==> config.mk <==
export PLATFORM = sky130hd
export DESIGN_NAME = intel_hex_record_loader_flat
export DESIGN_NICKNAME = d
export VERILOG_FILES = /design/src/ihex_pkg.sv /design/src/ihex_if.sv /design/src/intel_hex_record_loader.sv /design/src/flat_wrapper.sv
export SDC_FILE = /design/constraint.sdc
export NUM_CORES = 1
export LEC_CHECK = 0
export ABC_CLOCK_PERIOD_IN_PS = 10500
export CAP_MARGIN = 25
export CORE_MARGIN = 2
export CORE_UTILIZATION = 40
export CTS_CLUSTER_SIZE = 24
export DETAILED_ROUTE_END_ITERATION = 8
export DONT_BUFFER_PORTS = 1
export SKIP_CTS_REPAIR_TIMING = 1
export SLEW_MARGIN = 40
export SYNTH_ARGS = -nofsm -noshare
export SYNTH_HDL_FRONTEND = slang
export SYNTH_SLANG_ARGS = --single-unit
==> constraint.sdc <==
create_clock -name clk -period 10.5 [get_ports clk]
set_input_delay 1.575 -clock clk [delete_from_list [all_inputs] [get_ports clk]]
set_output_delay 1.575 -clock clk [all_outputs]
set_load 0.1 [all_outputs]
==> src/ihex_pkg.sv <==
// Shared constants and widths for the Intel HEX record loader.
package ihex_pkg;

	// Size of the memory image in bytes; the loader works for 256 up to 131072.
	localparam int IMAGE_BYTES = 131072;

	// Field widths of the result word.
	localparam int ADDR_W = 17;
	localparam int LEN_W  = 18;

	localparam logic [LEN_W-1:0] IMAGE_LEN = LEN_W'(IMAGE_BYTES);

	// Request codes on the character channel.
	localparam logic [1:0] REQ_CHAR  = 2'd0;
	localparam logic [1:0] REQ_START = 2'd1;
	localparam logic [1:0] REQ_EOF   = 2'd2;

	// Result kinds.
	localparam logic [2:0] KIND_WRITE    = 3'd0;
	localparam logic [2:0] KIND_RECORD   = 3'd1;
	localparam logic [2:0] KIND_CSUM_ERR = 3'd2;
	localparam logic [2:0] KIND_HIGH_SEG = 3'd3;
	localparam logic [2:0] KIND_END      = 3'd4;

	// Record types that the loader acts on.
	localparam logic [7:0] REC_DATA    = 8'h00;
	localparam logic [7:0] REC_EXT_LIN = 8'h04;

	// Characters with a meaning of their own.
	localparam logic [7:0] CHAR_NL    = 8'h0a;
	localparam logic [7:0] CHAR_COLON = 8'h3a;

endpackage

==> src/ihex_if.sv <==
// Valid/ready channels for the character stream and the result stream.
interface ihex_char_if import ihex_pkg::*; ();
	logic       valid;
	logic       ready;
	logic [1:0] req_type;
	logic [7:0] char_in;

	modport source (output valid, output req_type, output char_in, input ready);
	modport sink (input valid, input req_type, input char_in, output ready);
endinterface

interface ihex_result_if import ihex_pkg::*; ();
	logic              valid;
	logic              ready;
	logic [2:0]        kind;
	logic [ADDR_W-1:0] write_addr;
	logic [7:0]        write_data;
	logic              out_of_range;
	logic [LEN_W-1:0]  image_length;

	modport source (output valid, output kind, output write_addr, output write_data,
		output out_of_range, output image_length, input ready);
	modport sink (input valid, input kind, input write_addr, input write_data,
		input out_of_range, input image_length, output ready);
endinterface

==> src/intel_hex_record_loader.sv <==
// Intel HEX record loader: parses a character stream into image byte writes and record, error and end results.
// Each result is registered: it appears in the output register in the cycle after its word is accepted.
// Throughput: one word per cycle; the parse state updates in the accept cycle.
// The input is held off only while a finished result waits and the sink is not ready.
// Reset (arst_n low, asynchronous) returns to line start with all state cleared and
// the result register empty; a start request clears the state the same way and emits no result.
module intel_hex_record_loader
	import ihex_pkg::*;
(
	input  logic          clk,
	input  logic          arst_n,
	ihex_char_if.sink     chars,
	ihex_result_if.source results
);

	typedef enum logic [3:0] {
		PH_LINE_START,
		PH_SKIP,
		PH_COUNT,
		PH_ADDR_HI,
		PH_ADDR_LO,
		PH_TYPE,
		PH_DATA,
		PH_CHECK
	} phase_t;

	// Architectural parse state.
	phase_t            phase_q;
	logic              low_nib_q;
	logic [7:0]        byte_q;
	logic [7:0]        sum_q;
	logic [7:0]        len_q;
	logic [15:0]       addr_q;
	logic [7:0]        rkind_q;
	logic [7:0]        seen_q;
	logic [15:0]       seg_q;
	logic [LEN_W-1:0]  wp_q;
	logic              halted_q;

	// Result register.
	logic              res_valid_q;
	logic [2:0]        res_kind_q;
	logic [ADDR_W-1:0] res_addr_q;
	logic [7:0]        res_data_q;
	logic              res_oor_q;
	logic [LEN_W-1:0]  res_len_q;

	// Next state and the result of the word at the input.
	phase_t            phase_d;
	logic              low_nib_d;
	logic [7:0]        byte_d;
	logic [7:0]        sum_d;
	logic [7:0]        len_d;
	logic [15:0]       addr_d;
	logic [7:0]        rkind_d;
	logic [7:0]        seen_d;
	logic [15:0]       seg_d;
	logic [LEN_W-1:0]  wp_d;
	logic              halted_d;

	logic              emit;
	logic [2:0]        emit_kind;
	logic [ADDR_W-1:0] emit_addr;
	logic [7:0]        emit_data;
	logic              emit_oor;

	logic [3:0]        nib;
	logic [7:0]        full_byte;
	logic [31:0]       target;
	logic [LEN_W-1:0]  target_clamped;
	logic [7:0]        seen_inc;
	logic              accept;

	// The input is taken whenever the result register is free or is being emptied,
	// so a waiting result never blocks a word that the sink is about to drain.
	assign chars.ready = !res_valid_q || results.ready;
	assign accept      = chars.valid && chars.ready;

	// Hex digit decode; any other character contributes its low four bits.
	always_comb begin
		unique case (chars.char_in) inside
			[8'h30:8'h39]: nib = chars.char_in[3:0];
			[8'h41:8'h46], [8'h61:8'h66]: nib = chars.char_in[3:0] + 4'd9;
			default: nib = chars.char_in[3:0];
		endcase
	end

	// The high nibble of a byte was kept in the low half of the byte accumulator.
	assign full_byte = {byte_q[3:0], nib};
	assign seen_inc  = seen_q + 8'd1;

	// Data record base address, clamped to the image size.
	assign target         = {seg_q, addr_q};
	assign target_clamped = (target > 32'(IMAGE_BYTES)) ? IMAGE_LEN : target[LEN_W-1:0];

	always_comb begin
		phase_d   = phase_q;
		low_nib_d = low_nib_q;
		byte_d    = byte_q;
		sum_d     = sum_q;
		len_d     = len_q;
		addr_d    = addr_q;
		rkind_d   = rkind_q;
		seen_d    = seen_q;
		seg_d     = seg_q;
		wp_d      = wp_q;
		halted_d  = halted_q;
		emit      = 1'b0;
		emit_kind = KIND_RECORD;
		emit_addr = '0;
		emit_data = '0;
		emit_oor  = 1'b0;

		if (chars.req_type == REQ_START) begin
			// Start of a new file clears all parse state, as reset does.
			phase_d   = PH_LINE_START;
			low_nib_d = 1'b0;
			byte_d    = '0;
			sum_d     = '0;
			len_d     = '0;
			addr_d    = '0;
			rkind_d   = '0;
			seen_d    = '0;
			seg_d     = '0;
			wp_d      = '0;
			halted_d  = 1'b0;
		end else if (chars.req_type == REQ_EOF) begin
			// End of file drops a record in progress and reports the length,
			// even when the loader is halted.
			phase_d   = PH_LINE_START;
			low_nib_d = 1'b0;
			emit      = 1'b1;
			emit_kind = KIND_END;
		end else if (chars.req_type == REQ_CHAR && !halted_q) begin
			if (chars.char_in == CHAR_NL) begin
				phase_d   = PH_LINE_START;
				low_nib_d = 1'b0;
			end else if (phase_q == PH_LINE_START) begin
				if (chars.char_in == CHAR_COLON) begin
					phase_d   = PH_COUNT;
					sum_d     = '0;
					low_nib_d = 1'b0;
					seen_d    = '0;
				end else begin
					phase_d = PH_SKIP;
				end
			end else if (phase_q == PH_SKIP) begin
				phase_d = PH_SKIP;
			end else if (!low_nib_q) begin
				byte_d    = {4'd0, nib};
				low_nib_d = 1'b1;
			end else begin
				low_nib_d = 1'b0;
				byte_d    = full_byte;
				case (phase_q)
					PH_COUNT: begin
						len_d   = full_byte;
						sum_d   = sum_q + full_byte;
						phase_d = PH_ADDR_HI;
					end
					PH_ADDR_HI: begin
						addr_d  = {full_byte, 8'd0};
						sum_d   = sum_q + full_byte;
						phase_d = PH_ADDR_LO;
					end
					PH_ADDR_LO: begin
						addr_d  = {addr_q[15:8], full_byte};
						sum_d   = sum_q + full_byte;
						phase_d = PH_TYPE;
					end
					PH_TYPE: begin
						rkind_d = full_byte;
						sum_d   = sum_q + full_byte;
						seen_d  = '0;
						if (full_byte == REC_DATA) begin
							// A data record never moves the pointer back.
							if (wp_q < target_clamped) begin
								wp_d = target_clamped;
							end
							phase_d = (len_q == 8'd0) ? PH_CHECK : PH_DATA;
						end else if (full_byte == REC_EXT_LIN) begin
							addr_d  = '0;
							phase_d = PH_DATA;
						end else begin
							phase_d = PH_SKIP;
						end
					end
					PH_DATA: begin
						sum_d  = sum_q + full_byte;
						seen_d = seen_inc;
						if (rkind_q == REC_EXT_LIN) begin
							// Exactly two segment bytes are read, whatever the count says.
							addr_d = {addr_q[7:0], full_byte};
							if (seen_inc >= 8'd2) begin
								phase_d = PH_CHECK;
							end
						end else begin
							if (seen_inc == len_q) begin
								phase_d = PH_CHECK;
							end
							emit      = 1'b1;
							emit_kind = KIND_WRITE;
							emit_data = full_byte;
							if (wp_q >= IMAGE_LEN) begin
								emit_oor = 1'b1;
							end else begin
								emit_addr = wp_q[ADDR_W-1:0];
								wp_d      = wp_q + LEN_W'(1);
							end
						end
					end
					PH_CHECK: begin
						phase_d = PH_SKIP;
						emit    = 1'b1;
						if ((sum_q + full_byte) != 8'd0) begin
							wp_d      = '0;
							halted_d  = 1'b1;
							emit_kind = KIND_CSUM_ERR;
						end else if (rkind_q == REC_EXT_LIN) begin
							seg_d = addr_q;
							if (addr_q > 16'd1) begin
								halted_d  = 1'b1;
								emit_kind = KIND_HIGH_SEG;
							end
						end
					end
					default: begin
						phase_d = PH_SKIP;
					end
				endcase
			end
		end
	end

	// Parse state and the result register.
	always_ff @(posedge clk or negedge arst_n) begin
		if (!arst_n) begin
			phase_q     <= PH_LINE_START;
			low_nib_q   <= 1'b0;
			byte_q      <= '0;
			sum_q       <= '0;
			len_q       <= '0;
			addr_q      <= '0;
			rkind_q     <= '0;
			seen_q      <= '0;
			seg_q       <= '0;
			wp_q        <= '0;
			halted_q    <= 1'b0;
			res_valid_q <= 1'b0;
		end else begin
			// A new result takes the register even when the old one leaves in this cycle.
			if (accept && emit) begin
				res_valid_q <= 1'b1;
			end else if (results.valid && results.ready) begin
				res_valid_q <= 1'b0;
			end
			if (accept) begin
				phase_q   <= phase_d;
				low_nib_q <= low_nib_d;
				byte_q    <= byte_d;
				sum_q     <= sum_d;
				len_q     <= len_d;
				addr_q    <= addr_d;
				rkind_q   <= rkind_d;
				seen_q    <= seen_d;
				seg_q     <= seg_d;
				wp_q      <= wp_d;
				halted_q  <= halted_d;
			end
		end
	end

	// Result payload needs no reset; it is qualified by the valid flag.
	always_ff @(posedge clk) begin
		if (accept && emit) begin
			res_kind_q <= emit_kind;
			res_addr_q <= emit_addr;
			res_data_q <= emit_data;
			res_oor_q  <= emit_oor;
			res_len_q  <= wp_d;
		end
	end

	assign results.valid        = res_valid_q;
	assign results.kind         = res_kind_q;
	assign results.write_addr   = res_addr_q;
	assign results.write_data   = res_data_q;
	assign results.out_of_range = res_oor_q;
	assign results.image_length = res_len_q;

endmodule
==> src/flat_wrapper.sv <==
// flat-port wrapper written by rule: the top's interface ports become plain ports
module intel_hex_record_loader_flat import ihex_pkg::*;
  (clk, arst_n, chars_valid, chars_req_type, chars_char_in, chars_ready, results_valid, results_kind, results_write_addr, results_write_data, results_out_of_range, results_image_length, results_ready);
  ihex_char_if chars_i ();
  ihex_result_if results_i ();
  input  logic clk;
  input  logic arst_n;
  input wire logic [$bits(chars_i.valid)-1:0] chars_valid;
  input wire logic [$bits(chars_i.req_type)-1:0] chars_req_type;
  input wire logic [$bits(chars_i.char_in)-1:0] chars_char_in;
  output wire logic [$bits(chars_i.ready)-1:0] chars_ready;
  output wire logic [$bits(results_i.valid)-1:0] results_valid;
  output wire logic [$bits(results_i.kind)-1:0] results_kind;
  output wire logic [$bits(results_i.write_addr)-1:0] results_write_addr;
  output wire logic [$bits(results_i.write_data)-1:0] results_write_data;
  output wire logic [$bits(results_i.out_of_range)-1:0] results_out_of_range;
  output wire logic [$bits(results_i.image_length)-1:0] results_image_length;
  input wire logic [$bits(results_i.ready)-1:0] results_ready;
  assign chars_i.valid = chars_valid;
  assign chars_i.req_type = chars_req_type;
  assign chars_i.char_in = chars_char_in;
  assign chars_ready = chars_i.ready;
  assign results_valid = results_i.valid;
  assign results_kind = results_i.kind;
  assign results_write_addr = results_i.write_addr;
  assign results_write_data = results_i.write_data;
  assign results_out_of_range = results_i.out_of_range;
  assign results_image_length = results_i.image_length;
  assign results_i.ready = results_ready;
  intel_hex_record_loader u_core (.clk(clk), .arst_n(arst_n), .chars(chars_i), .results(results_i));
endmodule
==> flow_summary_export.csv, run 1 <==
group,metric,value,unit
outcome,status,"completed",
setup_path,cp.arrival,6.06,ns
detailed_routing,wire_per_inst,20.19,um
global_routing,antenna_found_initial,0,
clock_tree,cts_tree,"yes",
global_routing,grt_max_degree,93,
global_routing,grt_pass1_vias,6527,
placed_design,post-place-ws,4.391,ns
layout,drive_gt1_share,12.16,%
timing,period_minus_slack,5.800,ns
setup_path,slowest_stage,"nand2_1",
floorplanning,row_count,52,
floorplanning,initial_utilization,41.03,%
power_and_ir_drop,vdd_drop_max,0.09019,mV
timing,fmax,172.4,MHz
setup_path,crit_path_max_fanout,11,
power_and_ir_drop,leakage,3.761,nW
clock_tree,cts_max_path_buffers,2,
timing,holdWs,0.4972,ns
synthesis,synth_area_per_cell,9.505,um^2
power_and_ir_drop,p_per_area,185.0,nW/um^2
clock_tree,path_clk_slew,0.06,ns
synthesis,synth_seq_area_share,44.30,%
power_and_ir_drop,combPwrFrac,22.2,%
layout,area_growth,13.42,%
clock_tree,cts_sinks,139,
detailed_routing,num_vias,6939,
setup_path,max_stage_delay,0.67,ns
layout,final_area,9508,um^2
placed_design,port-buffer-count,0,
setup_path,worst_setup_path_end_kind,"flip-flop",
synthesis,ys_types,80,
setup_path,critPathTopFamily,"simple AND/OR/NAND/NOR gates",
power_and_ir_drop,internal_power,0.001150,W
layout,diodes,0,
timing,hold_viol,0,
setup_path,worstPathCellList,"inv_1, ha_1, or3b_4, and3_2, xnor2_1, ha_1, inv_1, fa_1, nor2b_1, o31a_1, o311ai_0, nor3_1, nand4_1, nand2_1, o21ai_0, a211oi_1",
synthesis,synth-edff-count,47,
timing,finalWorstSetupSlack,4.700,ns
floorplanning,die_h,148.8,um
synthesis,yosys.area.top_type,"dfrtp_1",
synthesis,postSynth.asyncResetShare,66.19,%
detailed_routing,ant_nets,0,
layout,finalCoreUtilization,46.54,%
power_and_ir_drop,swShare,34.61,%
placed_design,hpwl,16400,um
synthesis,syn_area,8383,um^2
synthesis,post-synth-top-count-cell,"nand2_1",
clock_tree,clk_latency,0.43,ns
placed_design,place_congestion,0.8946,
floorplanning,ios,63,
setup_path,worst-path-buf-inv,2,
detailed_routing,via_per_inst,5.992,
timing,finalSetupTns,0,ns
clock_tree,htreeDepth,4,
floorplanning,core_area,20430,um^2
timing,worst_slew_pin_slew,0.9016,ns
timing,min_period_over_period,55.24,%
timing,rsz0062_at_grt,"no",
detailed_routing,wl,23380,um
setup_path,cp.required,10.75,ns
placed_design,placed_area,8853,um^2
setup_path,crit_type,"in -> reg",
global_routing,grt_overflow,0,
floorplanning,die-area,22130,um^2
clock_tree,cts_root_buffer,"clkbuf_16",
detailed_routing,firstDrtPassIters,5,
synthesis,synth_top_area_share,27.46,%
synthesis,ys_ff_latch,139,
timing,relSlewSlack,40.02,%
detailed_routing,drc,0,
timing,finalSetupViolCount,0,
synthesis,ys_top_cells_by_area,"dfrtp_1 (27%), edfxtp_1 (17%), nand2_1 (5.9%)",
setup_path,critPathLaunchType,"input port",
synthesis,ys_warn_count,0,
synthesis,synthTopCellsByCount,"nand2_1 (131), dfrtp_1 (92), o21ai_0 (72), nor2_1 (66), edfxtp_1 (47)",
min_path,hp-class,"reg -> reg",
power_and_ir_drop,seqPwrFrac,44.2,%
synthesis,synthesis.nets,932,
detailed_routing,drt_iter0_drc,612,
timing,maxSlewViolCount,0,
layout,nNetsFinal,925,
run,cap_violations,0,
synthesis,synth_cells,882,
power_and_ir_drop,p_switching,0.0006087,W
floorplanning,fp.dieW,148.8,um
clock_tree,numCtsBuffers,17,
global_routing,grt_pass1_wl,37620,um
synthesis,ys.flop_type,"dfrtp_1",
power_and_ir_drop,power_frac_clock,33.6,%
timing,clock_skew,0.01748,ns
layout,fillerInstances,1909,
global_routing,grt_use_total,21.86,%
-- sequential cells by signal (all words and copies together) (netlist names), 16 cells and up --
signal and count:
u_core.results.image_length 18, u_core.wp_q 18, u_core.results.write_addr 17, u_core.addr_q 16
u_core.seg_q 16
-- cell families (layout without fill, tap and decap cells) --
group	after synthesis	after routing	share of synthesized area (%)
xor gates and xnor gates	22	22	2.627
buffers and inverters	67	73	3.164
DFF	139	139	44.30
and+or+nand+nor	346	346	20.37
adders and majority gates	36	36	5.463
AOI/OAI and AO/OA	230	230	18.72
muxes	42	42	5.358
-- cell usage in the layout (no fill, tap or decap), drive strengths merged, types with 4 or more instances in the layout --
master / netlist / routed
a211oi: 7 / 7
a21o: 13 / 13
a21oi: 35 / 35
a22oi: 13 / 13
a31oi: 14 / 14
and2: 22 / 22
and3: 6 / 6
and4: 4 / 4
buf: 7 / 16
clkbuf: 38 / 20
clkinv: 1 / 9
dfrtp: 92 / 92
edfxtp: 47 / 47
ha: 35 / 35
inv: 21 / 24
mux2: 23 / 23
mux2i: 19 / 19
nand2: 132 / 132
nand2b: 13 / 13
nand3: 20 / 20
nand4: 12 / 12
nor2: 66 / 66
nor2b: 12 / 12
nor3: 18 / 18
nor4: 15 / 15
nor4b: 6 / 6
o211ai: 13 / 13
o21ai: 75 / 75
o311ai: 8 / 8
o31ai: 15 / 15
or2: 4 / 4
xnor2: 12 / 12
xor2: 8 / 8
-- path summary, 6_finish.rpt --
| check | startpoint | to | slack, ns | cells past startpoint |
|---|---|---|---|---|
| worst max-delay path | chars_char_in[0] | u_core.results.image_length[11]$_DFFE_PP_ | 4.70 | 16 |
| worst min-delay path | u_core.rkind_q[7]$_DFFE_PN0P_ | u_core.rkind_q[7]$_DFFE_PN0P_ | 0.50 | 2 |
| worst max register to register | u_core.addr_q[7]$_DFFE_PN0P_ | u_core.results.image_length[2]$_DFFE_PP_ | 5.48 | 13 |
| worst min register to register | u_core.rkind_q[7]$_DFFE_PN0P_ | u_core.rkind_q[7]$_DFFE_PN0P_ | 0.50 | 2 |
| max in group asynchronous | arst_n | u_core.addr_q[14]$_DFFE_PN0P_ | 9.50 | 0 |
| min in group asynchronous | arst_n | u_core.low_nib_q$_DFFE_PN0P_ | 0.85 | 0 |
-- worst register-to-register path, stage by stage, from the launching register on --
cell and delay (ns):
dfrtp_1 0.51, nor4_1 0.31, nand4_1 0.17, o31ai_1 0.27, nor2b_2 0.60, nand2_1 0.19, ha_1 0.23, nand2b_1 0.13
or4_1 0.41, a2111o_4 0.57, o21ai_4 0.30, nand2_1 0.40, o311ai_0 0.56, nand2_1 0.10
-- cell type report --
cell class	instances	area, um^2	share of cell area, %
multi-input combinational	676	4438	46.68
tap	270	337.8	3.553
clock buffer	17	425.4	4.474
sequential	139	3715	39.07
timing repair buffer	19	357.8	3.764
inverter	22	86.33	0.9080
clock inverter	15	147.6	1.553
-- power by group through the flow --
stage          logic (W)  clock network (W)  registers (W)
6_report        0.000391           0.000591       0.000777
2_1_floorplan   0.000310                  0       0.000734
4_1_cts         0.000386           0.000599       0.000777
3_3_place_gp    0.000367                  0       0.000791
5_1_grt         0.000442           0.000625       0.000789
3_5_place_dp    0.000385                  0       0.000786
-- per-stage QoR --
step                      cells  total power, W
after floorplan             882        0.001044
after global placement     1113        0.001157
after detailed placement   1123        0.001171
after CTS                  1155        0.001762
after global routing       1158        0.001856
final                      1158        0.001759
-- routing by layer --
layer | part of all wire [%] | routed length, um | track usage, % | up-vias
li1 | - | - | - | 3231
met1 | 47 | 10930 | 31.42 | 3420
met2 | 46 | 10790 | 33.96 | 265
met3 | 5.8 | 1351 | 4.006 | 23
met4 | 1.3 | 312 | 6.143 | 0
met5 | 0 | 0 | 0 | -
No activity file was read; power rests on OpenSTA's default activity.
==> inputs of run 2 (changes only) <==
--- a/config.mk
+++ b/config.mk
@@ -5,7 +5,8 @@
 export SDC_FILE = /design/constraint.sdc
 export NUM_CORES = 1
 export LEC_CHECK = 0
-export ABC_CLOCK_PERIOD_IN_PS = 10500
+export ABC_AREA = 1
+export ABC_CLOCK_PERIOD_IN_PS = 6100
 export CAP_MARGIN = 25
 export CORE_MARGIN = 2
 export CORE_UTILIZATION = 40
==> constraint.sdc (replaced) <==
create_clock -name clk -period 6.1 [get_ports clk]
set_input_delay 0.915 -clock clk [delete_from_list [all_inputs] [get_ports clk]]
set_output_delay 0.915 -clock clk [all_outputs]
set_load 0.1 [all_outputs]
==> run 2 against run 1 <==
  * Flip-flop and latch count is the same
  * Combinational power up 15%
  * Via count grew 15%
  * Cell count is 28% higher
  * Core utilization down 1.2 points
  * First-iteration DRC count up 35%
  * Register-to-register slack lost 3.3 ns
  * Power grew 51%
  * Non-clock buffer count down 4
  * Design area up 4.6%
  * Clock power rose by 81%
  * Sequential power up 47%
  * Critical path type unchanged
  * Critical endpoint is now u_core.results.image_length[5]$_DFFE_PP_
  * Largest cell class unchanged
  * Highest routed layer unchanged
==> flow_summary_export.csv, run 2 <==
group,metric,value,unit
detailed_routing,via_per_inst,5.395,
setup_path,crit_path_max_fanout,8,
synthesis,ys_types,49,
synthesis,synth_top_area_share,25.62,%
synthesis,ys_top_cells_by_area,"dfrtp_1 (26%), edfxtp_1 (16%), nand2_1 (13%)",
placed_design,port-buffer-count,0,
power_and_ir_drop,leakage,4.488,nW
layout,fillerInstances,2151,
synthesis,ys_warn_count,0,
detailed_routing,firstDrtPassIters,5,
detailed_routing,drt_iter0_drc,827,
global_routing,grt_pass1_vias,7425,
floorplanning,die-area,23680,um^2
clock_tree,cts_tree,"yes",
detailed_routing,ant_nets,0,
synthesis,synthTopCellsByCount,"nand2_1 (323), inv_1 (130), nand3_1 (122), nor2_1 (114), dfrtp_1 (92)",
layout,drive_gt1_share,8.797,%
placed_design,place_congestion,0.8568,
setup_path,cp.required,6.40,ns
layout,diodes,0,
synthesis,synth_seq_area_share,41.33,%
synthesis,ys_ff_latch,139,
timing,relSlewSlack,40.29,%
floorplanning,die_h,153.9,um
setup_path,rr_endpoint,"u_core.results.image_length[1]$_DFFE_PP_",
global_routing,grt_use_met2,33.14,%
power_and_ir_drop,vdd_drop_max,0.1581,mV
synthesis,synth_cells,1196,
clock_tree,path_clk_slew,0.07,ns
global_routing,grt_max_degree,93,
detailed_routing,wl,24630,um
detailed_routing,drc,0,
synthesis,post-synth-top-count-cell,"nand2_1",
timing,worst_slew_pin_slew,0.8975,ns
setup_path,reg2reg_depth,19,
clock_tree,cts_sinks,139,
setup_path,worstPathCellList,"inv_1, ha_1, inv_1, nor3_2, nor2_4, nand3_1, nand2_2, inv_1, ha_1, a21oi_1, nand2_1, xnor2_1, nand3_1, nor2_1, nand4_1, o21ai_0, inv_1, a21boi_1",
layout,final_area,9947,um^2
global_routing,met3_usage,3.072,%
setup_path,crit_type,"in -> reg",
min_path,hp-class,"in -> async",
global_routing,grt-busiest-layer,"met2",
floorplanning,ios,63,
setup_path,r2r_start,"u_core.addr_q[4]$_DFFE_PN0P_",
layout,final_common_cell,"nand2_1",
detailed_routing,num_vias,8012,
layout,layout_common_cells,"nand2_1 (322), inv_1 (129), nand3_1 (121)",
global_routing,antenna_found_initial,0,
setup_path,critPathLaunchType,"input port",
setup_path,worst_setup_path_end_kind,"flip-flop",
timing,min_period_over_period,64.85,%
synthesis,postSynth.asyncResetShare,66.19,%
detailed_routing,wire_per_inst,16.58,um
setup_path,cp_common_cell,"inv_1",
global_routing,grt_pass1_wl,40080,um
clock_tree,clk_latency,0.44,ns
setup_path,ff2ff_setup_slack,2.15,ns
synthesis,ys.flop_type,"dfrtp_1",
synthesis,yosys.area.top_type,"dfrtp_1",
power_and_ir_drop,p_per_area,266.4,nW/um^2
clock_tree,htreeDepth,4,
placed_design,placed_area,9293,um^2
clock_tree,cts_root_buffer,"clkbuf_16",
timing,clock_skew,0.01282,ns
synthesis,synthesis.nets,1246,
layout,nNetsFinal,1242,
clock_tree,cts_max_path_buffers,2,
timing,maxSlewViolCount,0,
floorplanning,fp.dieW,153.9,um
timing,finalSetupTns,0,ns
global_routing,grt_overflow,0,
synthesis,synth-edff-count,47,
setup_path,slowest_stage,"nand4_1",
synthesis,synth_area_per_cell,7.512,um^2
timing,finalSetupViolCount,0,
setup_path,cp.arrival,4.25,ns
run,cap_violations,0,
timing,rsz0062_at_grt,"no",
setup_path,max_stage_delay,0.52,ns
floorplanning,initial_utilization,40.92,%
timing,period_minus_slack,3.956,ns
placed_design,hpwl,17780,um
floorplanning,core_area,21960,um^2
timing,holdWs,0.1677,ns
clock_tree,numCtsBuffers,17,
timing,hold_viol,0,
timing,fmax,252.8,MHz
global_routing,use_met1,31.01,%
layout,area_growth,10.71,%
floorplanning,row_count,54,
outcome,status,"completed",
global_routing,grt_use_total,21.42,%
synthesis,syn_area,8985,um^2
## run 2: cell types whose count changed after synthesis, sizes merged, moves of 22 or more
cell,before,now
nand3,20,138
nor2,66,120
o21ai,75,97
nand2,132,340
mux2,23,0
inv,21,133
## run 2: how the worst max path moves through the flow
stage	start	depth (start not counted)	to
2_1_floorplan	results_ready	5	u_core.results.image_length[0]$_DFFE_PP_
3_3_place_gp	chars_char_in[0]	18	u_core.results.image_length[5]$_DFFE_PP_
3_5_place_dp	chars_char_in[0]	18	u_core.results.image_length[5]$_DFFE_PP_
4_1_cts	chars_char_in[0]	18	u_core.results.image_length[5]$_DFFE_PP_
5_1_grt	chars_char_in[0]	23	u_core.wp_q[13]$_DFFE_PN0P_
6_report	chars_char_in[0]	18	u_core.results.image_length[5]$_DFFE_PP_
## run 2: metal layers
layer / vias to the layer above / wire length, um
li1: 3953 / -
met3: 37 / 1559
met2: 290 / 11050
met5: - / 0
met4: 0 / 429
met1: 3732 / 11590
## run 2: cells by family (layout without fill, tap and decap cells)
| kind of cell | count (synthesis) | count (layout) | synth area share (%) |
|---|---|---|---|
| xor gates and xnor gates | 13 | 13 | 1.267 |
| and+or+nand+nor | 648 | 648 | 32.75 |
| buffers and inverters | 175 | 184 | 8.230 |
| DFF | 139 | 139 | 41.33 |
| AOI/OAI and AO/OA | 185 | 185 | 11.32 |
| adders and majority gates | 36 | 36 | 5.097 |
## run 2: layout make-up
cell class                 instances  area, um^2  share of cell area, %
clock buffer                      18       450.4                  4.528
clock inverter                    14       147.6                  1.484
inverter                         137       515.5                  5.182
multi-input combinational        882        4551                  45.75
sequential                       139        3715                  37.35
tap                              280       350.3                  3.522
timing repair buffer              15       217.7                  2.189
## run 2: where the power goes
part           leakage, nW  total (W)  internal (W)  switching, W
combinational         2.53   0.000448      0.000149      0.000299
clock                0.285    0.00107      0.000600      0.000466
sequential            1.67    0.00114       0.00104     0.0000978
total                 4.49    0.00265       0.00179      0.000863
## run 2: critical path: cells and delay by family
kind            cells  cell delay (ns)
xor+xnor            1             0.26
buf+inv             4             0.48
compound gates      3             0.66
fa+ha+maj           2             0.50
simple gates        8             1.42
## run 2: per-stage QoR
stage / setup slack (ns) / cells / power, W / utilization, %
2_1_floorplan: 0.2374 / 1196 / 0.001481 / -
3_3_place_gp: 1.807 / 1445 / 0.001585 / 41.81
3_5_place_dp: 1.726 / 1451 / 0.001595 / 42.32
4_1_cts: 2.174 / 1483 / 0.002652 / 45.04
5_1_grt: 1.655 / 1485 / 0.002767 / 45.30
6_report: 2.144 / 1485 / 0.002650 / 45.30
